$ cat src/hw/rtl/pbfs_pkg.sv
// ----------------------------------------------------------------------------
// pbfs_pkg
// Shared types and constants of the packed bit field store: field widths,
// stream packing, default geometry, controller states and the command and
// status groups between controller and datapath.
// ----------------------------------------------------------------------------
package pbfs_pkg;

    // item field widths
    localparam int POS_W = 15;
    localparam int CNT_W = 6;
    localparam int VAL_W = 32;
    localparam int RD_W  = 32;

    // largest bit position an item can carry
    localparam int POS_MAX = (1 << POS_W) - 1;

    // extra fraction bits of the reciprocal used for position / word width
    localparam int DIV_GUARD = 7;

    // stream packing
    localparam int S_TDATA_W = 56;
    localparam int S_TUSER_W = 1;
    localparam int M_TDATA_W = 32;
    localparam int POS_LSB   = 0;
    localparam int CNT_LSB   = POS_LSB + POS_W;
    localparam int VAL_LSB   = CNT_LSB + CNT_W;

    // default geometry
    localparam int PBFS_WORD_BITS   = 32;
    localparam int PBFS_STORE_WORDS = 1024;

    // operation codes carried in tuser
    localparam logic FUNC_READ  = 1'b0;
    localparam logic FUNC_WRITE = 1'b1;

    // controller states
    typedef enum logic [2:0] {
        ST_IDLE,
        ST_DIV,
        ST_MOD1,
        ST_MOD2,
        ST_RD0,
        ST_RD1,
        ST_FIN,
        ST_WR1
    } pbfs_state_t;

    // controller to datapath
    typedef struct packed {
        logic load_in;
        logic do_div;
        logic do_mod1;
        logic do_mod2;
        logic calc_next;
        logic mem_rd;
        logic sel_next;
        logic cap_word0;
        logic wr0;
        logic wr1;
        logic load_out;
    } pbfs_cmd_t;

    // datapath to controller
    typedef struct packed {
        logic is_write;
        logic straddle;
        logic empty;
    } pbfs_status_t;

endpackage

$ cat src/hw/rtl/pbfs_ctrl.sv
// ----------------------------------------------------------------------------
// pbfs_ctrl
// Sequencer of the packed bit field store: steps each item through address
// arithmetic, memory reads and read-modify-write, and owns both handshakes.
// ----------------------------------------------------------------------------
module pbfs_ctrl
(
    input  logic                  clk,
    input  logic                  rst_n,
    input  logic                  s_tvalid,
    output logic                  s_tready,
    output logic                  m_tvalid,
    input  logic                  m_tready,
    input  pbfs_pkg::pbfs_status_t status,
    output pbfs_pkg::pbfs_cmd_t    cmd
);
    import pbfs_pkg::*;

    pbfs_state_t state_reg;
    pbfs_state_t state_next;
    logic        out_valid_reg;
    logic        out_valid_next;
    logic        out_free;

    // result slot can take a new value this cycle
    assign out_free = !out_valid_reg || m_tready;
    assign m_tvalid = out_valid_reg;

    // next state
    always_comb
    begin
        state_next = state_reg;
        case (state_reg)
            ST_IDLE:
            begin
                if (s_tvalid)
                begin
                    state_next = ST_DIV;
                end
            end
            ST_DIV:  state_next = ST_MOD1;
            ST_MOD1: state_next = ST_MOD2;
            ST_MOD2: state_next = ST_RD0;
            ST_RD0:  state_next = ST_RD1;
            ST_RD1:  state_next = ST_FIN;
            ST_FIN:
            begin
                if (!status.is_write)
                begin
                    if (out_free)
                    begin
                        state_next = ST_IDLE;
                    end
                end
                else if (status.straddle && !status.empty)
                begin
                    state_next = ST_WR1;
                end
                else
                begin
                    state_next = ST_IDLE;
                end
            end
            ST_WR1:  state_next = ST_IDLE;
            default: state_next = ST_IDLE;
        endcase
    end

    // commands and input ready
    always_comb
    begin
        cmd      = '0;
        s_tready = 1'b0;
        case (state_reg)
            ST_IDLE:
            begin
                s_tready    = 1'b1;
                cmd.load_in = s_tvalid;
            end
            ST_DIV:  cmd.do_div  = 1'b1;
            ST_MOD1: cmd.do_mod1 = 1'b1;
            ST_MOD2: cmd.do_mod2 = 1'b1;
            ST_RD0:
            begin
                cmd.mem_rd    = 1'b1;
                cmd.calc_next = 1'b1;
            end
            ST_RD1:
            begin
                cmd.mem_rd    = 1'b1;
                cmd.sel_next  = 1'b1;
                cmd.cap_word0 = 1'b1;
            end
            ST_FIN:
            begin
                cmd.load_out = !status.is_write && out_free;
                cmd.wr0      = status.is_write && !status.empty;
            end
            ST_WR1:
            begin
                cmd.sel_next = 1'b1;
                cmd.wr1      = 1'b1;
            end
            default: cmd = '0;
        endcase
    end

    // result valid flag
    always_comb
    begin
        out_valid_next = out_valid_reg;
        if (cmd.load_out)
        begin
            out_valid_next = 1'b1;
        end
        else if (m_tready)
        begin
            out_valid_next = 1'b0;
        end
    end

    // control registers
    always_ff @(posedge clk or negedge rst_n)
    begin
        if (!rst_n)
        begin
            state_reg     <= ST_IDLE;
            out_valid_reg <= 1'b0;
        end
        else
        begin
            state_reg     <= state_next;
            out_valid_reg <= out_valid_next;
        end
    end

endmodule

$ cat config.mk
export PLATFORM = sky130hd
export DESIGN_NAME = pbfs_ctrl
export DESIGN_NICKNAME = d
export VERILOG_FILES = /design/src/hw/rtl/pbfs_pkg.sv /design/src/hw/rtl/pbfs_ctrl.sv
export SDC_FILE = /design/constraint.sdc
export NUM_CORES = 1
export LEC_CHECK = 0
export ABC_AREA = 1
export CAP_MARGIN = 30
export CORE_AREA = 2 2 39 41
export DETAILED_ROUTE_END_ITERATION = 8
export DIE_AREA = 0 0 41 43
export DONT_BUFFER_PORTS = 1
export GPL_ROUTABILITY_DRIVEN = 0
export PLACE_DENSITY = 0.39
export SKIP_LAST_GASP = 1
export SLEW_MARGIN = 0
export SYNTH_ARGS = -nofsm -noshare
export SYNTH_HDL_FRONTEND = slang
export SYNTH_SLANG_ARGS = --single-unit
$ cat constraint.sdc
create_clock -name clk -period 2.7 [get_ports clk]
set_clock_uncertainty 0.15 [all_clocks]
set_input_delay 0.27 -clock clk [delete_from_list [all_inputs] [get_ports clk]]
set_output_delay 0.27 -clock clk [all_outputs]
set_load 0.01 [all_outputs]
**Word-level counts from Yosys, hierarchy flattened**

Index checks and enable logic that the tools add are counted.

- Equality and inequality tests: 9
- Multiplexer cells: 19
- Reductions and logical operators: 12

Operator list:

| operator | count |
|---|---|
| one-hot mux 3 bit (8 select lines) | 1 |
| two-way mux 1 bit | 14 |
| == test 3 bit, second input constant | 4 |
| two-way mux 3 bit | 4 |
| == test 3 x 2 -> 1 bit, second input constant | 2 |
| OR reduction 2 bit | 2 |
| == test 3 x 1 -> 1 bit, second input constant | 1 |
| logical AND 1 bit | 3 |
| zero test 1 bit | 3 |
| zero test 3 bit | 1 |
| != test 3 bit, second input constant | 1 |
| != test 2 bit, second input constant | 1 |
| AND reduction 2 bit | 1 |
| nonzero test 2 bit | 1 |
| logical OR 1 bit | 1 |

- Register bits: 4
- Word-level logic and storage cells: 42

**Depth between registers and ports, before layout**

Gate-level depths: netlist of run 1.

- Word-level depth: 5
- Depth in mapped cells: 6

**Worst setup path after synthesis of run 1**

Ideal clock, no wire load.

- Path kind: reg-to-output
- From: register state_reg[1]
- To: output port cmd[10] (netlist name)
- Buffers on the path: 0
- Required time: 2.280 ns
- Setup slack: 1.403 ns
- Cell stages (with the launch flop): 4
- Data arrival time: 0.877 ns
- Cells stage by stage: dfrtp_1 > nor2_1 > nand2_1 > nor2_1

RTL lines:

| element | line | text |
|---|---|---|
| start: declaration | pbfs_ctrl.sv:19 | `pbfs_state_t state_reg;` |
| start signal: assignment | pbfs_ctrl.sv:132 | `state_reg <= state_next;` |
| end: declaration | pbfs_ctrl.sv:15 | `output pbfs_pkg::pbfs_cmd_t cmd` |

==> results of run 1 <==
-- stage by stage --
stage | power (uW) | setup WS (ns) | std cells
5_1_grt | 456 | 0.986 | 72
2_1_floorplan | 314 | 1.40 | 53
3_5_place_dp | 341 | 1.32 | 67
3_3_place_gp | 342 | 1.31 | 67
6_report | 415 | 1.09 | 72
4_1_cts | 423 | 1.07 | 72
-- cell type report --
type	count	area, um^2	area share
Tap cell	16	20.0	0.0523
Clock buffer	3	22.5	0.0588
Timing Repair Buffer	2	20.0	0.0523
Inverter	14	52.6	0.137
Sequential cell	4	100	0.261
Multi-Input combinational cell	33	168	0.438
-- logic make-up after synthesis --
group	Yosys count
buffers and inverters	16
AO/OA/AOI/OAI	2
AND/OR/NAND/NOR	31
flip-flops	4
-- layer usage --
layer | share of wire | up-vias | track usage
met5 | 0 | - | 0
met4 | 0.019 | 0 | 0.100
met3 | 0.11 | 2 | 0.0314
met2 | 0.46 | 20 | 0.138
met1 | 0.41 | 127 | 0.104
li1 | - | 160 | -
-- tightest hold or removal path, stage by stage --
cell and delay, ns:
nor2_1 0.03, nand2_2 0.08, nand2_1 0.06
-- final timing paths --
kind	startpoint	endpoint	slack, ns	cells after the start
setup / recovery	state_reg[1]	cmd[10]	1.09	3
hold reg to reg	m_tvalid	m_tvalid	0.46	2
min in group asynchronous	rst_n	m_tvalid	0.15	1
setup reg to reg	state_reg[2]	state_reg[1]	1.48	5
max in group asynchronous	rst_n	state_reg[0]	2.08	1
hold / removal	status[2]	state_reg[1]	0.09	3
-- power by group through the flow --
stage	combinational (uW)	sequential, uW	clock, uW
floorplan	199	116	0
global placement	204	138	0
detailed placement	205	136	0
CTS	209	136	77.2
global route	235	141	81.1
finish	203	136	75.7
-- layout by cell type, fill, tap and decap left out, drive strengths merged --
| master | n |
|---|---|
| a21oi | 1 |
| clkbuf | 3 |
| dfrtp | 4 |
| dlygate4sd3 | 2 |
| inv | 14 |
| nand2 | 12 |
| nand3 | 6 |
| nor2 | 12 |
| nor3 | 1 |
| o21ai | 1 |
==> metrics.md, run 1 <==
| Metric | Value |
|---|---|
| Top-area cell type share of the netlist area | 0.299 |
| Area post-placement | between 300 and 400 um^2 |
| Top cells by count, synth | 11 x inv_1, 9 x nand2_1, 9 x nor2_1 |
| Row count | 14 |
| Leakage | ~0.00023 uW |
| FILL cells | 156 |
| Die Area | approximately 0.0018 mm^2 |
| Vias | 309 |
| Int Power | 197 uW |
| Critical path data required time | around 2.3 ns |
| Synth Area per Inst | around 6.3 um^2 |
| Minimum clock period | ~1.6 ns |
| Vias in the first global route | ~300 |
| Number of flops mapped to enable cells by yosys | 0 |
| PortBufs | 0 |
| Yosys Warn Count | 0 |
| Crit path max fanout | 6 |
| CP top delay family | simple AND/OR/NAND/NOR gates |
| XOR/XNOR share of the synthesized area | 0 |
| Slowest cell on crit path | dfrtp_1 |
| CP Capture Type | output pin |
| Net Sw Power | 218 uW |
| CTS tree | done |
| Synth Area in Compound Gates | 0.0299 |
| Crit-path max cell delay | 0.45 ns |
| Tot GR Track Use | 0.0977 |
| Largest net degree at the start of global routing | 9 |
| Run status | finished clean |
| Remaining DRCs | 0 |
| Count of final setup violators | 0 |
| Drt total wl | 689 um |
| # clock sinks | 4 |
| Fin area | roughly 380 um^2 |
| Die Span X | 41 um |
| Max clock buf depth | 2 |
| Power per cell area | 1080 mW/mm^2 |
| Number of H-tree levels | 1 |
| CP Cell Sequence | nor2_1 > nand2_1 > nor2_1 |
| Wire length per cell | 9.57 um |
| Fin. Hold Viols | 0 |
| Post-Synth Simple-Gate Area | 0.470 |
| Part of the power in the clock network | 0.183 |
| # Post-CTS Setup Buffers | 0 |
| Post-route ant nets | 0 |
| Total core area | ~0.0014 mm^2 |
| Via/cell ratio | 4.29 |
| Largest family of logic cells by synthesized area | simple AND/OR/NAND/NOR gates |
| Initial DRC count | 1 |
| CTS Buf Count | 3 |
| Synth-to-Final Area Change | 14.2% |
| Netlist cell types | 14 |
| Slew @ Worst Pin | about 0.35 ns |
| Clock slew at reported path FFs | roughly 0.03 ns |
| Synth Flop Type | dfrtp_1 |
| Buffers & Inverters on Critical Path | 0 |
| Post-synth top area cell | dfrtp_1 |
| Part of the cycle the worst path needs | 0.598 |
| Unrepaired setup endpoints after global routing | no |
| Pre-Repair DR Iteration Count | 2 |
| CTS root buf | clkbuf_4 |
| First-pass GRT wire length | ~1100 um |
| FFs w/ async S/R, synth | 1.00 |
| Crit path arrival time | about 1.2 ns |
| Net Sw Frac | 0.526 |
| Worst VDD drop | 416 uV |
| Mux share of post-synthesis cell area | 0 |
| N_diodes | 0 |
| Most numerous cell in the Yosys netlist | inv_1 |
| Gate power share | 0.490 |
| Later-pin clock latency in the skew report | 0.24 ns |
| Initial Utilization | 0.242 |
| Crit-path most repeated cell | nor2_1 |
| Io pins | 20 |
| Hold buffer count at cts | 2 |
| Layout cells sized above 1 | 0.232 |
| Max reg flops | 3 |
| Max-slew violations | 0 |
| Gates resized, CTS repair | 0 |
| Kind of critical path | flip-flop to output pin |
| Max Clk Rate | 619 MHz |
| Post-synthesis sequential area ratio | 0.299 |
| Synthesized area | approximately 340 um^2 |
| CP Launch Type | flip-flop |
| Final HPWL from detailed placement | 567 um |
| Cells after synthesis | 53 |
| Setup TNS | 0 ns |
| Synth area leaders | dfrtp_1 30%, inv_1 12%, nand2_1 10%, nor2_1 10%, nand3_1 7.5% |
| Die H | approximately 43 um |
| Syn_nets | 60 |
| Share of power burned in registers | 0.327 |
| Rel. slew slack | 0.768 |
| Grt ovf | 0 |
| Post-synthesis adder-cell area fraction | 0 |
| Initial antenna violation count | 0 |
| Type of the worst min-delay path | input port to flip-flop |
| Final nets | 65 |
| Maxcap violations | 0 |
| Fin Hold WS | 0.0929 ns |
| Fin util | 0.277 |
| Yosys reg bits | 4 |
Note: power is estimated with default switching activity, not from simulation.
==> run 2, diff against run 1 <==
--- a/config.mk
+++ b/config.mk
@@ -5,7 +5,7 @@
 export SDC_FILE = /design/constraint.sdc
 export NUM_CORES = 1
 export LEC_CHECK = 0
-export ABC_AREA = 1
+export ABC_AREA = 0
 export CAP_MARGIN = 30
 export CORE_AREA = 2 2 39 41
 export DETAILED_ROUTE_END_ITERATION = 8
==> constraint.sdc (replaced) <==
create_clock -name clk -period 1.6 [get_ports clk]
set_clock_uncertainty 0.15 [all_clocks]
set_input_delay 0.16 -clock clk [delete_from_list [all_inputs] [get_ports clk]]
set_output_delay 0.16 -clock clk [all_outputs]
set_load 0.01 [all_outputs]
==> run 2 against run 1 <==
Compared with the run above: area after synthesis fell by 0.37%; clock-buffer cell count unchanged; sequential power rose by 71%; first-iteration DRC count unchanged; sequential share of layout area fell by 1.5 points; via count down 7.4%; cell count fell by 15%; global-route usage down 0.31 points; critical endpoint is now cmd[3]; largest cell class unchanged.
==> metrics.md, run 2 <==
| Metric | Value |
|---|---|
| Setup TNS | 0 ns (unchanged) |
| Yosys reg bits | 4 (unchanged) |
| Initial antenna violation count | 0 (unchanged) |
| Maxcap violations | 0 (unchanged) |
| Max-slew violations | 0 (unchanged) |
| Worst VDD drop | 733 uV (+76%) |
| Layout cells sized above 1 | 0.333 (+0.101) |
| Tot GR Track Use | 0.0946 (-0.00312) |
| Wire length per cell | 11.6 um (+21%) |
| Startpoint of the worst register-to-register path | m_tvalid |
| FILL cells | 167 (+7.1%) |
| Synthesized area | 334 um^2 (-0.37%) |
| Part of the cycle the worst path needs | 0.967 |
| Critical Path Source | state_reg[2] |
| GRT met1 Usage | 0.107 (+0.00290) |
| Later-pin clock latency in the skew report | 0.23 ns (about the same) |
| Final nets | 54 (-17%) |
| Post-synth top area cell | dfrtp_1 |
| Synth-to-Final Area Change | 24.7% |
| Run status | finished clean |
| Crit path max fanout | 6 (unchanged) |
| # Post-CTS Setup Buffers | 0 (unchanged) |
| GR Layer Usage met3 | 0.0366 (+0.00524) |
| Power per cell area | 1790 mW/mm^2 (+65%) |
| CTS Buf Count | 3 (unchanged) |
| Clock slew at reported path FFs | 0.04 ns (about the same) |
| Number of flops mapped to enable cells by yosys | 0 (unchanged) |
| Max Clk Rate | roughly 650 MHz |
| Met2 Track Usage GR | 0.122 (-0.0156) |
| Rel. slew slack | 0.737 (-0.0311) |
| PortBufs | 0 (unchanged) |
| Max clock buf depth | 2 (unchanged) |
| Crit-path most repeated cell | and2_1 |
| Synth Flop Type | dfrtp_1 |
| Via/cell ratio | 4.69 (+9.2%) |
| Io pins | 20 (unchanged) |
| Cells after synthesis | 39 (-26%) |
| Drt total wl | 705 um (+2.3%) |
| Final cell count without fillers | 61 (-15%) |
| Final HPWL from detailed placement | 590 um (+4.0%) |
| Grt ovf | 0 (unchanged) |
| CP Capture Type | output pin |
| Synth area leaders | dfrtp_1 30%, nor3b_1 6.7%, nand3b_4 6.0%, and2_1 5.6%, and3b_1 5.2% |
| Slew @ Worst Pin | 0.394 ns (+0.0485 ns) |
| First-pass GRT wire length | 1060 um (+0.66%) |
| Remaining DRCs | 0 (unchanged) |
| CTS root buf | clkbuf_4 |
| Number of H-tree levels | 1 (unchanged) |
| Minimum clock period | 1.55 ns |
| Placed Instances | 55 (-18%) |
| Most frequent cells in the layout | 4 x inv_1, 4 x buf_4 |
| Crit path arrival time | 1.24 ns (+0.05 ns) |
| Total Power | 745 uW (+80%) |
| CP Launch Type | flip-flop |
| Netlist cell types | 22 (+8) |
| Die H | 43 um (unchanged) |
| Largest net degree at the start of global routing | 10 (+1) |
| CP Cell Sequence | buf_4 > and2_1 > and2_1 |
| Initial DRC count | 1 (unchanged) |
| Max reg flops | 3 (unchanged) |
| Crit-path max cell delay | 0.45 ns (about the same) |
| Syn_nets | 46 (-23%) |
| Top Usage Layer GRT | met2 |
| Vias in the first global route | 277 (-6.1%) |
| Row count | 14 (unchanged) |
| CTS tree | done |
| Yosys Warn Count | 0 (unchanged) |
| # clock sinks | 4 (unchanged) |
| Fin. Hold Viols | 0 (unchanged) |
| FFs w/ async S/R, synth | 1.00 (unchanged) |
| Synth Area per Inst | 8.57 um^2 (+35%) |
| Pre-Repair DR Iteration Count | 2 (unchanged) |
| Die Span X | 41 um (unchanged) |
| R2R Setup Slk | 0.16 ns (-1.32 ns) |
| Count of final setup violators | 0 (unchanged) |
| Die Area | 0.00176 mm^2 (unchanged) |
| Post-route ant nets | 0 (unchanged) |
| Top cells by count, synth | 4 x dfrtp_1, 4 x inv_1 |
| Initial Utilization | 0.241 (-0.000905) |
| Kind of critical path | flip-flop to output pin |
| Top-area cell type share of the netlist area | 0.300 (+0.00112) |
| Total core area | 0.00138 mm^2 (unchanged) |
| Unrepaired setup endpoints after global routing | no |
| Slowest cell on crit path | dfrtp_2 |
| Min-delay src | s_tvalid |
| Type of the worst min-delay path | input port to flip-flop |
| Fin util | 0.301 (+0.0244) |
| Vias | 286 (-7.4%) |
| Critical path data required time | 1.29 ns (-0.99 ns) |
| Leakage | 0.000210 uW (-9.7%) |
| N_diodes | 0 (unchanged) |
| Post-synthesis sequential area ratio | 0.300 (+0.00112) |
[run 2: path summary, 6_finish.rpt]
| kind | to | cells after the start |
|---|---|---|
| max | cmd[3] | 3 |
| min | state_reg[0] | 2 |
| max reg2reg | state_reg[0] | 3 |
| min reg2reg | state_reg[2] | 1 |
| max in group asynchronous | state_reg[2] | 1 |
| min in group asynchronous | m_tvalid | 1 |
[run 2: logic make-up (layout without fill, tap and decap cells)]
group | count (synthesis) | after routing | share of synthesized area
AND/OR/NAND/NOR | 21 | 21 | 0.453
buffers and inverters | 8 | 14 | 0.139
AO/OA/AOI/OAI | 6 | 6 | 0.109
flip-flops | 4 | 4 | 0.300
[run 2: repair_timing]
| action | 4_1_cts | 5_1_grt |
|---|---|---|
| endpoints found under the hold margin | 6 | 0 |
| hold buffers | 3 | 0 |
| gates resized for setup | 3 | 1 |
| setup endpoints to repair | 3 | 1 |
[run 2: critical path, delay by kind of cell (launching register included)]
family	cells	cell delay, ns
buffers and inverters	1	0.17
DFF	1	0.45
and+or+nand+nor	2	0.39
[run 2: power breakdown]
group,total (uW),switching (uW),internal (uW)
clock,121,37.4,83.6
sequential,233,82.8,150
combinational,391,201,191
total,745,321,424
[run 2: routing by layer]
metal | share of wire | wire [um]
met1 | 0.38 | 269
met5 | 0 | 0
met3 | 0.099 | 70
met2 | 0.49 | 348
met4 | 0.024 | 17
[run 2: area by class of cell]
type	count	area (um^2)	area share
clock buffer	3	22.5	0.0541
inverter	4	15.0	0.0360
multi-input combinational	27	196	0.471
sequential	4	103	0.246
tap	16	20.0	0.0480
timing repair buffer	7	60.1	0.144
[run 2: per-stage QoR]
step	hold slack, ns	instance area (um^2)	worst slack (ns)
CTS	0.00340	413	0.0211
finish	0.0304	417	0.0535
floorplan	-0.286	334	0.143
global placement	-0.285	353	0.151
global route	0.0391	417	0.00662
detailed placement	-0.285	353	0.121
==> run 3, diff against run 2 <==
--- a/config.mk
+++ b/config.mk
@@ -12,7 +12,7 @@
 export DIE_AREA = 0 0 41 43
 export DONT_BUFFER_PORTS = 1
 export GPL_ROUTABILITY_DRIVEN = 0
-export PLACE_DENSITY = 0.39
+export PLACE_DENSITY = 0.43
 export SKIP_LAST_GASP = 1
 export SLEW_MARGIN = 0
 export SYNTH_ARGS = -nofsm -noshare
==> run 3 against run 2 <==
Compared with the run above: register-to-register slack worse by 0.04 ns; fmax up 0.67%; flip-flop and latch count unchanged; clock-buffer cell count did not move; power rose by 4.5%; final area up 3.9%; first-iteration DRC count grew to 3.0 times the previous value.
==> metrics.md, run 3 (synthesis results as in run 2) <==
| Metric | Value |
|---|---|
| Run status | finished clean |
| Clock slew at reported path FFs | 0.04 ns (about the same) |
| Count of final setup violators | 0 (unchanged) |
| Maxcap violations | 0 (unchanged) |
| Worst Hold Depth | 2 (unchanged) |
| Initial antenna violation count | 0 (unchanged) |
| Final HPWL from detailed placement | 568 um (-3.7%) |
| Die H | 43 um (unchanged) |
| Unrepaired setup endpoints after global routing | no |
| CTS Buf Count | 3 (unchanged) |
| Largest net degree at the start of global routing | 10 (unchanged) |
| CTS tree | done |
| Max reg flops | 3 (unchanged) |
| Fin. Hold Viols | 0 (unchanged) |
| Fin util | 0.313 (+0.0118) |
| Initial Utilization | 0.241 (unchanged) |
| Slew @ Worst Pin | 0.389 ns (-0.00516 ns) |
| FILL cells | 149 (-11%) |
| CTS root buf | clkbuf_4 |
| PortBufs | 0 (unchanged) |
| Power per cell area | 1800 mW/mm^2 (+0.62%) |
| Min-delay src | s_tvalid |
| Minimum clock period | 1.54 ns (-0.0102 ns) |
| Vias | 277 (-3.1%) |
| N_diodes | 0 (unchanged) |
| Most frequent cells in the layout | 5 x buf_4, 4 x inv_1 |
| Wire length per cell | 11.7 um (+1.5%) |
| Total Power | 779 uW (+4.5%) |
| Leakage | 0.000217 uW (+3.2%) |
| Final nets | 55 (+1.9%) |
| Synth-to-Final Area Change | 29.6% |
| Startpoint of the worst register-to-register path | state_reg[2] |
| Tot GR Track Use | 0.102 (+0.00735) |
| Die Span X | 41 um (unchanged) |
| Initial DRC count | 3 (+2) |
| CP Capture Type | output pin |
| Die Area | 0.00176 mm^2 (unchanged) |
| Critical path data required time | 1.29 ns (about the same) |
| Worst VDD drop | 598 uV (-18%) |
| Crit path arrival time | 1.23 ns (about the same) |
| Remaining DRCs | 0 (unchanged) |
| Number of H-tree levels | 1 (unchanged) |
| Pre-Repair DR Iteration Count | 2 (unchanged) |
| First-pass GRT wire length | 1230 um (+16%) |
| Part of the cycle the worst path needs | 0.960 (-0.00640) |
| Kind of critical path | flip-flop to output pin |
| Later-pin clock latency in the skew report | 0.23 ns (about the same) |
| Most common cell after layout, fill and taps aside | buf_4 |
| Fin area | 433 um^2 (+3.9%) |
| Io pins | 20 (unchanged) |
| Type of the worst min-delay path | input port to flip-flop |
| Grt ovf | 0 (unchanged) |
| Setup TNS | 0 ns (unchanged) |
| Area post-placement | 353 um^2 (unchanged) |
| Max Clk Rate | 651 MHz (+0.67%) |
| # clock sinks | 4 (unchanged) |
| Drt total wl | 727 um (+3.1%) |
| Post-route ant nets | 0 (unchanged) |
| Via/cell ratio | 4.47 (-4.7%) |
| Max clock buf depth | 2 (unchanged) |
| Row count | 14 (unchanged) |
| CP Launch Type | flip-flop |
| R2R depth | 4 (+1) |
| Vias in the first global route | 303 (+9.4%) |
| Layout cells sized above 1 | 0.413 (+0.0797) |
| Crit path max fanout | 9 (+3) |
| Rel. slew slack | 0.740 (+0.00345) |
| Total core area | 0.00138 mm^2 (unchanged) |
| Max-slew violations | 0 (unchanged) |
| Critical Path Source | state_reg[1] |
run 3: final cells by class:
type	count	area, um^2	area share
flip-flops and latches	4	104	0.240
multi-input cells	27	204	0.471
well taps	16	20.0	0.0462
repair buffers	8	67.6	0.156
clock buffers	3	22.5	0.0520
inverters	4	15.0	0.0347
run 3: layer usage:
layer,wire (um),track usage,share of wire,vias to the layer above
li1,-,-,-,144
met4,0,0.0600,0,0
met1,290,0.118,0.40,126
met3,30,0.0314,0.041,0
met5,0,0,0,-
met2,406,0.156,0.56,7
run 3: where the power goes:
group          switching (uW)  leakage [uW]  internal (uW)  total [uW]
clock                    39.6     0.0000138           83.8         123
sequential               88.1     0.0000471            152         240
combinational             207      0.000156            209         415
total                     334      0.000217            445         779
run 3: what timing repair did:
action	in CTS	in global routing
buffers inserted	0	1
hold buffers	3	0
resized for setup	3	4
endpoints found under the hold margin	6	0
setup endpoints to repair	3	4
cloned	0	0
run 3: metrics by stage:
step                cells  hold WS, ns  setup slack [ns]
finish                 62       0.0280            0.0637
CTS                    61       0.0199           0.00288
global placement       55       -0.285             0.134
floorplan              39       -0.286             0.143
global route           62       0.0329           0.00148
detailed placement     55       -0.285             0.115
run 3: path summary, 6_finish.rpt:
| check | slack (ns) | endpoint |
|---|---|---|
| worst max-delay path | 0.06 | cmd[10] |
| worst min-delay path | 0.03 | state_reg[0] |
| worst max register to register | 0.12 | state_reg[0] |
| worst min register to register | 0.45 | state_reg[2] |
| max in group asynchronous | 1.05 | state_reg[2] |
| min in group asynchronous | 0.05 | m_tvalid |
run 3: critical path, cell delays in order, from the launching register on:
cell	delay, ns
dfrtp_2	0.47
nor3_2	0.20
buf_4	0.15
and2_1	0.17
